$ cat src/cdad_pkg.sv
`default_nettype none
package cdad_pkg;

  // Field widths of the date.
  localparam int DAY_W   = 5;
  localparam int MONTH_W = 4;
  localparam int YR_W    = 14;
  localparam int DOY_W   = 9;

  // Configuration port.
  localparam int CFG_IDX_W  = 2;
  localparam int CFG_DATA_W = 14;
  localparam logic [CFG_IDX_W-1:0] REG_START_DAY   = 2'd0;
  localparam logic [CFG_IDX_W-1:0] REG_START_MONTH = 2'd1;
  localparam logic [CFG_IDX_W-1:0] REG_START_YEAR  = 2'd2;

  // Calendar constants.
  localparam logic [YR_W-1:0]    LEAP_CYCLE     = 14'd400;
  localparam logic [YR_W-1:0]    LEAP_CYCLE_END = 14'd399;
  localparam logic [DOY_W-1:0]   DAYS_COMMON    = 9'd365;
  localparam logic [DOY_W-1:0]   DAYS_LEAP      = 9'd366;
  localparam logic [MONTH_W-1:0] MONTH_JAN      = 4'd1;
  localparam logic [MONTH_W-1:0] MONTH_FEB      = 4'd2;
  localparam logic [MONTH_W-1:0] MONTH_DEC      = 4'd12;

  // Datapath operations.
  typedef logic [2:0] op_t;
  localparam op_t OP_NOP     = 3'd0;
  localparam op_t OP_LOAD    = 3'd1;
  localparam op_t OP_MOD400  = 3'd2;
  localparam op_t OP_LEAPDAY = 3'd3;
  localparam op_t OP_FIRST   = 3'd4;
  localparam op_t OP_YEAR    = 3'd5;
  localparam op_t OP_MONTH   = 3'd6;
  localparam op_t OP_EMIT    = 3'd7;

  // Jump conditions.
  typedef logic [2:0] cond_t;
  localparam cond_t COND_NEVER      = 3'd0;
  localparam cond_t COND_ALWAYS     = 3'd1;
  localparam cond_t COND_GE400      = 3'd2;
  localparam cond_t COND_FITS       = 3'd3;
  localparam cond_t COND_OVER_YEAR  = 3'd4;
  localparam cond_t COND_MORE_MONTH = 3'd5;

  // Program addresses.
  typedef logic [2:0] pc_t;
  localparam pc_t PC_LOAD    = 3'd0;
  localparam pc_t PC_MOD400  = 3'd1;
  localparam pc_t PC_LEAPDAY = 3'd2;
  localparam pc_t PC_FIRST   = 3'd3;
  localparam pc_t PC_YEAR    = 3'd4;
  localparam pc_t PC_MONTH   = 3'd5;
  localparam pc_t PC_EMIT    = 3'd6;

  typedef struct packed {
    op_t   op;
    cond_t cond;
    pc_t   target;
    logic  last;
  } uword_t;

  // Control from the sequencer to the datapath.
  typedef struct packed {
    op_t op;
  } ctrl_t;

  // Status from the datapath to the sequencer.
  typedef struct packed {
    logic ge400;
    logic fits;
    logic over_year;
    logic more_month;
  } status_t;

  // Microcode program. Each loop step jumps to itself while its condition holds.
  function automatic uword_t ucode_rom(input pc_t pc);
    uword_t w;
    unique case (pc)
      PC_LOAD:    w = '{op: OP_LOAD,    cond: COND_NEVER,      target: PC_LOAD,   last: 1'b0};
      PC_MOD400:  w = '{op: OP_MOD400,  cond: COND_GE400,      target: PC_MOD400, last: 1'b0};
      PC_LEAPDAY: w = '{op: OP_LEAPDAY, cond: COND_NEVER,      target: PC_LOAD,   last: 1'b0};
      PC_FIRST:   w = '{op: OP_FIRST,   cond: COND_FITS,       target: PC_MONTH,  last: 1'b0};
      PC_YEAR:    w = '{op: OP_YEAR,    cond: COND_OVER_YEAR,  target: PC_YEAR,   last: 1'b0};
      PC_MONTH:   w = '{op: OP_MONTH,   cond: COND_MORE_MONTH, target: PC_MONTH,  last: 1'b0};
      PC_EMIT:    w = '{op: OP_EMIT,    cond: COND_NEVER,      target: PC_LOAD,   last: 1'b1};
      default:    w = '{op: OP_NOP,     cond: COND_NEVER,      target: PC_LOAD,   last: 1'b1};
    endcase
    return w;
  endfunction

  // Days in the months before the given one; invalid months count none.
  function automatic logic [DOY_W-1:0] days_before(input logic [MONTH_W-1:0] m);
    logic [DOY_W-1:0] d;
    unique case (m)
      4'd2:    d = 9'd31;
      4'd3:    d = 9'd59;
      4'd4:    d = 9'd90;
      4'd5:    d = 9'd120;
      4'd6:    d = 9'd151;
      4'd7:    d = 9'd181;
      4'd8:    d = 9'd212;
      4'd9:    d = 9'd243;
      4'd10:   d = 9'd273;
      4'd11:   d = 9'd304;
      4'd12:   d = 9'd334;
      default: d = 9'd0;
    endcase
    return d;
  endfunction

  // Length of a month, February by the leap flag.
  function automatic logic [DAY_W-1:0] month_len(input logic [MONTH_W-1:0] m,
                                                 input logic leap);
    logic [DAY_W-1:0] d;
    unique case (m)
      4'd2:                      d = leap ? 5'd29 : 5'd28;
      4'd4, 4'd6, 4'd9, 4'd11:   d = 5'd30;
      default:                   d = 5'd31;
    endcase
    return d;
  endfunction

  // Leap test on a year already reduced modulo 400.
  function automatic logic is_leap(input logic [YR_W-1:0] m400);
    return (m400[1:0] == 2'd0) && (m400 != 14'd100) && (m400 != 14'd200)
           && (m400 != 14'd300);
  endfunction

endpackage
`default_nettype wire

$ cat src/cdad_seq.sv
`default_nettype none
module cdad_seq (
  input  wire                     clk,
  input  wire                     rst_n,
  input  wire                     start,
  input  wire cdad_pkg::status_t  status,
  output cdad_pkg::ctrl_t         ctrl,
  output logic                    busy
);
  import cdad_pkg::*;

  pc_t    pc_r, pc_nxt;
  logic   busy_r, busy_nxt;
  uword_t word;
  logic   take;

  // Fetch the current control word.
  assign word = ucode_rom(pc_r);

  // Condition select for the jump.
  always_comb begin
    unique case (word.cond)
      COND_NEVER:      take = 1'b0;
      COND_ALWAYS:     take = 1'b1;
      COND_GE400:      take = status.ge400;
      COND_FITS:       take = status.fits;
      COND_OVER_YEAR:  take = status.over_year;
      COND_MORE_MONTH: take = status.more_month;
      default:         take = 1'b0;
    endcase
  end

  // Step counter and run flag. The load step runs in the cycle a beat is taken.
  always_comb begin
    pc_nxt   = pc_r;
    busy_nxt = busy_r;
    ctrl.op  = OP_NOP;
    if (busy_r) begin
      ctrl.op = word.op;
      if (word.last) begin
        busy_nxt = 1'b0;
        pc_nxt   = PC_LOAD;
      end else if (take) begin
        pc_nxt = word.target;
      end else begin
        pc_nxt = pc_r + 3'd1;
      end
    end else if (start) begin
      ctrl.op  = OP_LOAD;
      busy_nxt = 1'b1;
      pc_nxt   = PC_MOD400;
    end
  end

  always_ff @(posedge clk) begin
    if (!rst_n) begin
      pc_r   <= PC_LOAD;
      busy_r <= 1'b0;
    end else begin
      pc_r   <= pc_nxt;
      busy_r <= busy_nxt;
    end
  end

  assign busy = busy_r;

endmodule
`default_nettype wire

$ cat src/cdad_datapath.sv
`default_nettype none
module cdad_datapath #(
  parameter int DAYS_WIDTH = 20
) (
  input  wire                            clk,
  input  wire                            rst_n,
  input  wire cdad_pkg::ctrl_t           ctrl,
  input  wire [DAYS_WIDTH-1:0]           in_days_to_add,
  input  wire [cdad_pkg::DAY_W-1:0]      start_day,
  input  wire [cdad_pkg::MONTH_W-1:0]    start_month,
  input  wire [cdad_pkg::YR_W-1:0]       start_year,
  output cdad_pkg::status_t              status,
  output logic                           out_valid,
  output logic [cdad_pkg::DAY_W-1:0]     out_new_day,
  output logic [cdad_pkg::MONTH_W-1:0]   out_new_month,
  output logic [cdad_pkg::YR_W-1:0]      out_new_year
);
  import cdad_pkg::*;

  // The day count must also hold a day of the year; the year count runs at
  // full precision, while its leap phase is kept by the separate modulo-400 count.
  localparam int CNT_W   = (DAYS_WIDTH > DOY_W) ? DAYS_WIDTH : DOY_W;
  localparam int YHI_W   = ((DAYS_WIDTH - 8) > YR_W) ? (DAYS_WIDTH - 8) : YR_W;
  localparam int YFULL_W = YHI_W + 2;

  logic [CNT_W-1:0]   cnt_r, cnt_nxt;
  logic [YFULL_W-1:0] year_r, year_nxt;
  logic [YR_W-1:0]    m400_r, m400_nxt;
  logic [DOY_W-1:0]   doy_r, doy_nxt;
  logic [MONTH_W-1:0] month_r, month_nxt;
  logic               out_valid_r, out_valid_nxt;
  logic [DAY_W-1:0]   day_out_r, day_out_nxt;
  logic [MONTH_W-1:0] month_out_r, month_out_nxt;
  logic [YR_W-1:0]    year_out_r, year_out_nxt;

  logic               leap;
  logic [DOY_W-1:0]   ylen;
  logic [DOY_W-1:0]   rem;
  logic [DAY_W-1:0]   mlen;
  logic [YR_W-1:0]    m400_inc;

  // Year and month lengths of the year being walked.
  assign leap     = is_leap(m400_r);
  assign ylen     = leap ? DAYS_LEAP : DAYS_COMMON;
  assign rem      = ylen - doy_r;
  assign mlen     = month_len(month_r, leap);
  assign m400_inc = (m400_r == LEAP_CYCLE_END) ? '0 : m400_r + 14'd1;

  // Status for the sequencer's jumps.
  assign status.ge400      = (m400_r >= LEAP_CYCLE);
  assign status.fits       = (cnt_r <= CNT_W'(rem));
  assign status.over_year  = (cnt_r > CNT_W'(ylen));
  assign status.more_month = (cnt_r > CNT_W'(mlen)) && (month_r != MONTH_DEC);

  // Operations selected by the control word.
  always_comb begin
    cnt_nxt       = cnt_r;
    year_nxt      = year_r;
    m400_nxt      = m400_r;
    doy_nxt       = doy_r;
    month_nxt     = month_r;
    out_valid_nxt = 1'b0;
    day_out_nxt   = day_out_r;
    month_out_nxt = month_out_r;
    year_out_nxt  = year_out_r;
    unique case (ctrl.op)
      OP_NOP: begin
      end
      OP_LOAD: begin
        cnt_nxt   = CNT_W'(in_days_to_add);
        year_nxt  = YFULL_W'(start_year);
        m400_nxt  = start_year;
        doy_nxt   = DOY_W'(start_day) + days_before(start_month);
        month_nxt = MONTH_JAN;
      end
      OP_MOD400: begin
        if (status.ge400) begin
          m400_nxt = m400_r - LEAP_CYCLE;
        end
      end
      OP_LEAPDAY: begin
        if (leap && (start_month > MONTH_FEB)) begin
          doy_nxt = doy_r + 9'd1;
        end
      end
      OP_FIRST: begin
        // Either the count stays in the start year or it runs to its end.
        if (status.fits) begin
          cnt_nxt = cnt_r + CNT_W'(doy_r);
        end else begin
          cnt_nxt  = cnt_r - CNT_W'(rem);
          year_nxt = year_r + YFULL_W'(1);
          m400_nxt = m400_inc;
        end
      end
      OP_YEAR: begin
        if (status.over_year) begin
          cnt_nxt  = cnt_r - CNT_W'(ylen);
          year_nxt = year_r + YFULL_W'(1);
          m400_nxt = m400_inc;
        end
      end
      OP_MONTH: begin
        // December absorbs any leftover without moving on.
        if (cnt_r > CNT_W'(mlen)) begin
          cnt_nxt = cnt_r - CNT_W'(mlen);
          if (month_r != MONTH_DEC) begin
            month_nxt = month_r + 4'd1;
          end
        end
      end
      OP_EMIT: begin
        out_valid_nxt = 1'b1;
        day_out_nxt   = cnt_r[DAY_W-1:0];
        month_out_nxt = month_r;
        year_out_nxt  = year_r[YR_W-1:0];
      end
    endcase
  end

  // Working registers and result register.
  always_ff @(posedge clk) begin
    cnt_r       <= cnt_nxt;
    year_r      <= year_nxt;
    m400_r      <= m400_nxt;
    doy_r       <= doy_nxt;
    month_r     <= month_nxt;
    day_out_r   <= day_out_nxt;
    month_out_r <= month_out_nxt;
    year_out_r  <= year_out_nxt;
  end

  always_ff @(posedge clk) begin
    if (!rst_n) begin
      out_valid_r <= 1'b0;
    end else begin
      out_valid_r <= out_valid_nxt;
    end
  end

  assign out_valid     = out_valid_r;
  assign out_new_day   = day_out_r;
  assign out_new_month = month_out_r;
  assign out_new_year  = year_out_r;

endmodule
`default_nettype wire

$ cat src/calendar_date_add_days.sv
`default_nettype none
// Gregorian date adder. The start date sits in three registers written over the
// cfg_ port (index 0 day, 1 month, 2 year); each beat on start adds
// in_days_to_add days to it and gives one result beat on out_valid, a one-cycle
// strobe that the receiver cannot stall. busy is high after the accepted beat
// until the cycle before the strobe, and a new beat may start in the strobe
// cycle. A small microcode sequencer runs the work on one shared datapath: it
// reduces the start year modulo 400, walks the whole years after the start year
// and then the months up to the one reached (1 to 12), and emits the result.
module calendar_date_add_days #(
  parameter int DAYS_WIDTH = 20
) (
  input  wire                              clk,
  input  wire                              rst_n,
  input  wire                              start,
  output logic                             busy,
  input  wire [DAYS_WIDTH-1:0]             in_days_to_add,
  output logic                             out_valid,
  output logic [cdad_pkg::DAY_W-1:0]       out_new_day,
  output logic [cdad_pkg::MONTH_W-1:0]     out_new_month,
  output logic [cdad_pkg::YR_W-1:0]        out_new_year,
  input  wire                              cfg_valid,
  output logic                             cfg_ready,
  input  wire [cdad_pkg::CFG_IDX_W-1:0]    cfg_index,
  input  wire [cdad_pkg::CFG_DATA_W-1:0]   cfg_data
);
  import cdad_pkg::*;

  logic [DAY_W-1:0]   start_day_r, start_day_nxt;
  logic [MONTH_W-1:0] start_month_r, start_month_nxt;
  logic [YR_W-1:0]    start_year_r, start_year_nxt;
  ctrl_t              ctrl;
  status_t            status;

  // Configuration writes are always taken.
  assign cfg_ready = 1'b1;

  always_comb begin
    start_day_nxt   = start_day_r;
    start_month_nxt = start_month_r;
    start_year_nxt  = start_year_r;
    if (cfg_valid) begin
      unique case (cfg_index)
        REG_START_DAY:   start_day_nxt   = cfg_data[DAY_W-1:0];
        REG_START_MONTH: start_month_nxt = cfg_data[MONTH_W-1:0];
        REG_START_YEAR:  start_year_nxt  = cfg_data[YR_W-1:0];
        default: begin
        end
      endcase
    end
  end

  always_ff @(posedge clk) begin
    if (!rst_n) begin
      start_day_r   <= 5'd1;
      start_month_r <= 4'd1;
      start_year_r  <= 14'd2000;
    end else begin
      start_day_r   <= start_day_nxt;
      start_month_r <= start_month_nxt;
      start_year_r  <= start_year_nxt;
    end
  end

  // Sequencer with the microcode program.
  cdad_seq u_seq (
    .clk    (clk),
    .rst_n  (rst_n),
    .start  (start),
    .status (status),
    .ctrl   (ctrl),
    .busy   (busy)
  );

  // Shared datapath and result register.
  cdad_datapath #(
    .DAYS_WIDTH (DAYS_WIDTH)
  ) u_datapath (
    .clk            (clk),
    .rst_n          (rst_n),
    .ctrl           (ctrl),
    .in_days_to_add (in_days_to_add),
    .start_day      (start_day_r),
    .start_month    (start_month_r),
    .start_year     (start_year_r),
    .status         (status),
    .out_valid      (out_valid),
    .out_new_day    (out_new_day),
    .out_new_month  (out_new_month),
    .out_new_year   (out_new_year)
  );

endmodule
`default_nettype wire
$ cat config.mk
export PLATFORM = sky130hd
export DESIGN_NAME = calendar_date_add_days
export DESIGN_NICKNAME = d
export VERILOG_FILES = /design/src/cdad_pkg.sv /design/src/cdad_seq.sv /design/src/cdad_datapath.sv /design/src/calendar_date_add_days.sv
export SDC_FILE = /design/constraint.sdc
export NUM_CORES = 1
export LEC_CHECK = 0
export BUFFER_PORTS_ARGS = -buffer_cell sky130_fd_sc_hd__buf_4
export CAP_MARGIN = 20
export CELL_PAD_IN_SITES_DETAIL_PLACEMENT = 0
export CELL_PAD_IN_SITES_GLOBAL_PLACEMENT = 2
export CORE_UTILIZATION = 41
export CTS_CLUSTER_SIZE = 30
export DETAILED_ROUTE_END_ITERATION = 10
export PLACE_DENSITY_LB_ADDON = 0.1
export SYNTH_ARGS = -nofsm -noshare
export SYNTH_HDL_FRONTEND = slang
export SYNTH_SLANG_ARGS = --single-unit
$ cat constraint.sdc
create_clock -name clk -period 10.8 [get_ports clk]
set_input_delay 2.16 -clock clk [delete_from_list [all_inputs] [get_ports clk]]
set_output_delay 2.16 -clock clk [all_outputs]
set_load 0.02 [all_outputs]
# After elaboration in Yosys (flattened, before gate mapping)
# Memory sizes are Yosys's and may differ from the RTL's. A register that Yosys moved wholly into a read port is not among the register bits.
# Index checks and enable logic that the tools add are counted.
# W data, S select, Z words.
[classes] add_sub_neg=12 order_cmp=5 n_eq_ne=36 mux=35 n_reduce_logical=23
[op_table] cell="$pmux W20 S4" n=1
[op_table] cell="$pmux W10 S7" n=1
[op_table] cell="$mux W20" n=3
[op_table] cell="$mux W14" n=4
[op_table] cell="$pmux W14 S4" n=1
[op_table] cell="$pmux W16 S3" n=1
[op_table] cell="$sub A20 B9 Y20" n=2
[op_table] cell="$mux W16" n=2
[op_table] cell="$eq A3 B3 Y1 const B" n=9
[op_table] cell="$add A20 B9 Y20" n=1
[op_table] cell="$gt A20 B5 Y1" n=1
[op_table] cell="$gt A20 B9 Y1" n=1
[op_table] cell="$le A20 B9 Y1" n=1
[op_table] cell="$sub A20 B5 Y20" n=1
[op_table] cell="$eq A3 B2 Y1 const B" n=6
[op_table] cell="$mux W9" n=2
[op_table] cell="$pmux W9 S2" n=1
[op_table] cell="$add A16 B1 Y16 const B" n=1
[op_table] cell="$mux W4" n=4
[op_table] cell="$mux W3" n=5
[op_table] cell="$add A14 B1 Y14 const B" n=1
[op_table] cell="$eq A14 B9 Y1 const B" n=1
[op_table] cell="$ge A14 B9 Y1 const B" n=1
[op_table] cell="$ne A14 B7 Y1 const B" n=1
[op_table] cell="33 further kinds" n=59
[word_totals] register_bits=114 rom_bits=144 inputBits=40 wordCells=126 memories=1
[memory_table] name="(name not given)" words=16 width=9 rd=1 rd_ports_with_merged_regs=1 wr=0 line="cdad_pkg.sv:95" rtl="unique case (m)"

# Longest topological paths before layout
[logic_depth] depth_word=12 depth_mapped=24

# Modules after synthesis
# A second synthesis with hierarchy kept.
[unflattened] hier_cells=975 area_unflattened_um2=8829.7
[modules_own_cells] module="cdad_datapath" instances=1 cells_per_inst=826 area_per_inst_um2=7439.6 seq_area_each_um2=2542.4
[modules_own_cells] module="calendar_date_add_days" instances=1 cells_per_inst=98 area_per_inst_um2=953.4 seq_area_each_um2=460.4
[modules_own_cells] module="cdad_seq" instances=1 cells_per_inst=51 area_per_inst_um2=436.7 seq_area_each_um2=80.1

# Worst setup path before layout
# OpenSTA, ideal clock, no wires.
[synth_timing] path_kind="register to register" from="register u_datapath.m400_r[5]" to="register u_datapath.year_r[0] (enable)" setup_time_ps=407 arrival_ps=5027 required_time_ps=10393 path_slack_ps=5366 stages_incl_launch_ff=23 path_buffers=1 synth_period_minus_slack_ps=5434 path_cell_list="edfxtp_1 -> inv_1 -> ha_1 -> or4bb_1 -> a21boi_0 -> o221ai_1 -> nand2_1 -> inv_1 -> ha_1 -> inv_1 -> ha_1 -> inv_1 -> o211ai_1 -> a21boi_0 -> xor2_1 -> ha_1 -> nand3_1 -> a2111o_1 -> nand2_1 -> a21boi_4 -> buf_4 -> and2_1 -> a211oi_1"
[synth_via] elab_chain_len=9 elab_cells_between_ends=13 cone_classes="1 x add/sub; 2 x order compare; 5 x eq/ne; 1 x mux; 4 x reduce/logical"
[synth_lines] item="from (decl)" line="cdad_datapath.sv:28" rtl="logic [YR_W-1:0] m400_r, m400_nxt;"
[synth_lines] item="from (signal assigned)" line="cdad_datapath.sv:125" rtl="m400_r <= m400_nxt;"
[synth_lines] item="$ne A14 B7 Y1" line="cdad_pkg.sv:126" rtl="return (m400[1:0] == 2'd0) && (m400 != 14'd100) && (m400 != 14'd200)"
[synth_lines] item="$logic_and A1 B1 Y1 (2 in a row)" line="cdad_pkg.sv:126"
[synth_lines] item="$logic_and A1 B1 Y1 (*)" line="cdad_pkg.sv:127" rtl="&& (m400 != 14'd300);"
[synth_lines] item="$mux W2 (*)" line="cdad_datapath.sv:44" rtl="assign ylen = leap ? DAYS_LEAP : DAYS_COMMON;"
[synth_lines] item="$sub A9 B9 Y9" line="cdad_datapath.sv:45" rtl="assign rem = ylen - doy_r;"
[synth_lines] item="$le A20 B9 Y1" line="cdad_datapath.sv:51" rtl="assign status.fits = (cnt_r <= CNT_W'(rem));"
[synth_lines] item="$ne A2 B2 Y1 (no line)"
[synth_lines] item="$reduce_and A3 Y1 (no line) (*)"
[synth_lines] item="to (signal assigned)" line="cdad_datapath.sv:124" rtl="year_r <= year_nxt;"
[synth_lines] item="to (decl)" line="cdad_datapath.sv:27" rtl="logic [YFULL_W-1:0] year_r, year_nxt;"
# Every way passes the cells marked *; elsewhere a longest branch is shown, timed or not.
# A chain may end at the register's enable or synchronous reset.

# Worst setup path after layout
[layout_timing] from="register u_datapath.m400_r[4]" to="register u_datapath.cnt_r[19] (data pin)"
[layout_via] elab_chain_len=9 elab_cells_between_ends=18 cone_classes="4 x add/sub; 1 x order compare; 3 x eq/ne; 7 x mux; 3 x reduce/logical"
[layout_lines] item="$ne A14 B7 Y1" line="cdad_pkg.sv:126"
[layout_lines] item="$logic_and A1 B1 Y1 (2 in a row)" line="cdad_pkg.sv:126"
[layout_lines] item="$logic_and A1 B1 Y1 (*)" line="cdad_pkg.sv:127"
[layout_lines] item="$mux W2 or $mux W1 (tied branches)" line="cdad_datapath.sv:44, cdad_pkg.sv:117"
[layout_lines] item="$sub A9 B9 Y9 or $pmux W5 S2 (tied branches)" line="cdad_datapath.sv:45, cdad_pkg.sv:116"
[layout_lines] item="$sub A20 B9 Y20, or another cell as far along" line="cdad_datapath.sv:91" rtl="cnt_nxt = cnt_r - CNT_W'(rem);"
[layout_lines] item="$mux W20 (on tied branches)" line="cdad_datapath.sv:88, cdad_datapath.sv:105"
[layout_lines] item="$pmux W20 S4 (*)" line="cdad_datapath.sv:66" rtl="unique case (ctrl.op)"
[layout_lines] item="named net u_datapath.cnt_nxt[19]" line="cdad_datapath.sv:26" rtl="logic [CNT_W-1:0] cnt_r, cnt_nxt;"
[layout_lines] item="to (signal assigned)" line="cdad_datapath.sv:123" rtl="cnt_r <= cnt_nxt;"
[layout_lines] item="to (decl)" line="cdad_datapath.sv:26"
# Mark *: on every way through the listed nets, which the timed path passes. The rest lies on a longest branch. The select of a mux whose other input is x is not followed.

==> results.md <==
* Resized Gates After CTS at 0
* Post-Syn Area at 0.008474 mm^2
* Drt wl/cell at 18.93 um
* Inserted Clock Buffers at 17
* CTS Hold Buffers Added at 0
* CTS max path bufs at 2
* Post-place setup slack at 4897 ps
* Filler cell count at 1,941
* I/O Pins at 66
* Vias/cell at 5.717
* PwrDens at 159.7 mW/mm^2
* Worst Slack Setup Final at 4945 ps
* Lkg Pwr at 3.764 nW
* Clock latency on the worst-skew pair at 430 ps
* Worst-path clk slew at 60 ps
* Dominant synthesized flop cell: edfxtp_1
* Yosys reg bits at 121
* CP required at 10,970 ps
* Final worst path period share at 0.5421
* WL met3 at 1331 um
* Critical Path Fanout Max at 24
* First-pass GRT wire length at 37,860 um
* CTS tree: built
* Synth Instances at 928
* Post-DRT Antenna Nets at 0
* # DRC at 0
* Core box area at 0.02023 mm^2
* Worst setup EP type: flop
* Vias in the first global route at 6,922
* RD Place Congestion at 0.8907
* Crit-path max cell delay at 640 ps
* Grt ovf at 0
* Starting DRC count in detailed routing at 619
* R2R cell count at 20
* M1 WL at 11,320 um
* RSZ-0062 raised after global routing: no
* FP Rows at 52
* CP arrival at 6020 ps
* Layout cell share with drive strength beyond 1 at 0.1251
* Yosys cell types at 71
* Nets@finish at 1,070
* Die ar. at 0.02125 mm^2
* Uppermost routed layer: met4
* Final setup fails at 0
* Commonest non-fill, non-tap cell in the layout: nand2_1
* Die Span X at 145.8 um
* Starting Density at 0.4188
* CP Capture Point: u_datapath.cnt_r[19]$_DFFE_PP_
* Syn Nets at 1,028
* Largest net degree at the start of global routing at 38
* Status: finished, final reports clean
* WL final at 23,720 um
* Antenna violations before repair at 0
* Critical setup path kind: flop to flop
* Slew margin rel. at 0.3555
* Critical Path Source: u_datapath.m400_r[4]$_DFFE_PP_
* Setup_tns at 0 ps
* Hpwl dp at 17,060 um
* TritonRoute pass-1 iters at 7
* Worst vdd ir at 0.1030 mV
* GR Util All Layers at 0.2283
* Post-synth EDFFs at 84
* Ant. Diodes at 0
* Seq/Total Area, Yosys at 0.3851
* Post-synth top area share at 0.2977
* Leading cell types in the layout, fill and taps excluded: 113 x nand2_1, 84 x edfxtp_1, 75 x nor2_1
* Syn avg cell area at 9.132 um^2
* Most frequent CP cell: ha_1
* Synth area leaders: edfxtp_1 30%, dfxtp_1 8.7%, ha_1 8.1%
* IO Port Bufs at 64
* H-tree Lvls at 4
* Max-slew violation total from the final report at 0
* # Post-CTS Setup Buffers at 0
* Critical R2R Launch: u_datapath.m400_r[4]$_DFFE_PP_
* CTS sink cnt at 121
* FFs w/ async S/R, synth at 0
* Worst-path cell chain: inv_1 -> ha_1 -> or4bb_1 -> a21boi_0 -> o221ai_1 -> nand2_1 -> inv_1 -> ha_1 -> and2_1 -> o21a_1 -> o21bai_1 -> xor2_1 -> ha_1 -> a21o_1 -> a221oi_1 -> nand2_1 -> a21boi_4 -> nor3_2 -> a221o_1 -> a221o_1
* R2r setup slk at 4950 ps
* Final Hold Vio Count at 0
* Worst Clk Skew at 9.888 ps
* CP Launch Type: flop
* Min cycle time layout at 5855 ps
* Routed wl met2 at 10,650 um
* CTS root buf: clkbuf_16
* Slew @ Worst Pin at 964.6 ps
* Slowest CP cell: a21boi_4
* Max-cap violations at 0
* Fmax at 0.1708 GHz
* Layout area overhead at 15.34%
* R2R Path End: u_datapath.cnt_r[19]$_DFFE_PP_
* Vias at 7,164
* Largest area contributor in the netlist: edfxtp_1
* Hold WC Path Type: flop to flop
* Syn. warnings at 0
* Die height at 145.8 um
==> state kept, by name (all words and copies together), names as in the netlist, named ones only <==
register                  cells
start_day_r                   5
start_month_r                 4
start_year_r                 14
u_datapath.cnt_r             20
u_datapath.doy_r              9
u_datapath.m400_r            14
u_datapath.month_r            4
u_datapath.out_new_day        5
u_datapath.out_new_month      4
u_datapath.out_new_year      14
u_datapath.out_valid          1
u_datapath.year_r            14
u_seq.busy                    1
u_seq.pc_r                    3
==> stage by stage <==
step             util  instances  power, mW  hold WS [ps]  instance area [um^2]
2_1_floorplan       -        928     0.8715         440.4                  8474
3_3_place_gp   0.4528       1220     0.9775         466.6                  9163
3_5_place_dp   0.4528       1220     0.9829         473.7                  9163
4_1_cts        0.4825       1252      1.568         491.1                  9763
5_1_grt        0.4831       1253      1.638         500.6                  9774
6_report       0.4831       1253      1.561         486.9                  9774
==> cell usage after synthesis (4+ instances only) <==
library cell,count
a22oi_1,5
and3_1,7
a211oi_1,9
o21a_1,6
a31oi_1,10
a222oi_1,7
mux2i_1,16
and2_1,10
a22o_1,4
nor4_1,9
a21o_1,6
nor2_1,76
dfxtp_1,37
o21ai_0,54
o22ai_1,8
a21oi_1,55
xnor2_1,43
nor3b_1,7
or2_2,4
or3_1,5
edfxtp_1,84
a221oi_1,4
fa_1,5
nor2b_1,14
nand4_1,9
nand3_1,27
o31ai_1,5
inv_1,34
xor2_1,41
clkbuf_1,44
o21bai_1,5
ha_1,55
nor3_1,16
o221ai_1,10
a221o_1,13
o211ai_1,5
a21boi_0,10
nand2b_1,8
nand2_1,113
==> worst min path at each step <==
stage,cells after the start,slack (ps),from,endpoint
finish,0,490,u_datapath.year_r[13]$_DFFE_PP_,u_datapath.out_new_year[13]$_DFFE_PP_
global route,0,500,u_datapath.year_r[13]$_DFFE_PP_,u_datapath.out_new_year[13]$_DFFE_PP_
CTS,0,490,u_datapath.year_r[13]$_DFFE_PP_,u_datapath.out_new_year[13]$_DFFE_PP_
detailed placement,0,470,u_datapath.year_r[13]$_DFFE_PP_,u_datapath.out_new_year[13]$_DFFE_PP_
global placement,2,470,start_year_r[10]$_SDFFE_PN1P_,start_year_r[10]$_SDFFE_PN1P_
floorplan,2,440,start_year_r[10]$_SDFFE_PN1P_,start_year_r[10]$_SDFFE_PN1P_
==> power by group <==
group	total [mW]	internal, mW	switching, mW
sequential	0.601	0.539	0.0620
clock	0.581	0.330	0.250
combinational	0.380	0.160	0.220
total	1.56	1.03	0.532
==> area by class of cell <==
class / count / area [um^2] / area share
tap: 270 / 337.8 / 0.03456
inverter: 34 / 127.6 / 0.01306
multi-input combinational: 721 / 4878 / 0.4991
clock inverter: 15 / 175.2 / 0.01792
sequential: 121 / 3263 / 0.3338
clock buffer: 17 / 425.4 / 0.04352
timing repair buffer: 75 / 566.8 / 0.05799
==> worst max-delay path: cells and delay by family, from the launching register on <==
family | cells | cell delay, ps
flip-flops | 1 | 480
adder cells (fa/ha/maj) | 3 | 720
AO/OA/AOI/OAI | 9 | 2620
buffers and inverters | 2 | 290
XOR/XNOR | 1 | 190
AND/OR/NAND/NOR | 5 | 1270
==> per-layer routing <==
layer  vias up  global-route usage
met5         -                   0
met2       241              0.3543
li1       3491                   -
met3        28             0.03574
met4         0             0.07368
met1      3404              0.3240
==> kinds of logic after synthesis <==
| family | count (synthesis) | synth area share |
|---|---|---|
| other | 1 | 0.0004425 |
| AOI/OAI and AO/OA | 236 | 0.1882 |
| xor gates and xnor gates | 84 | 0.08681 |
| buffers and inverters | 86 | 0.04075 |
| and+or+nand+nor | 320 | 0.1801 |
| muxes | 20 | 0.02554 |
| adders and majority gates | 60 | 0.09302 |
| DFF | 121 | 0.3851 |
Power figures use the tool's default switching activity.
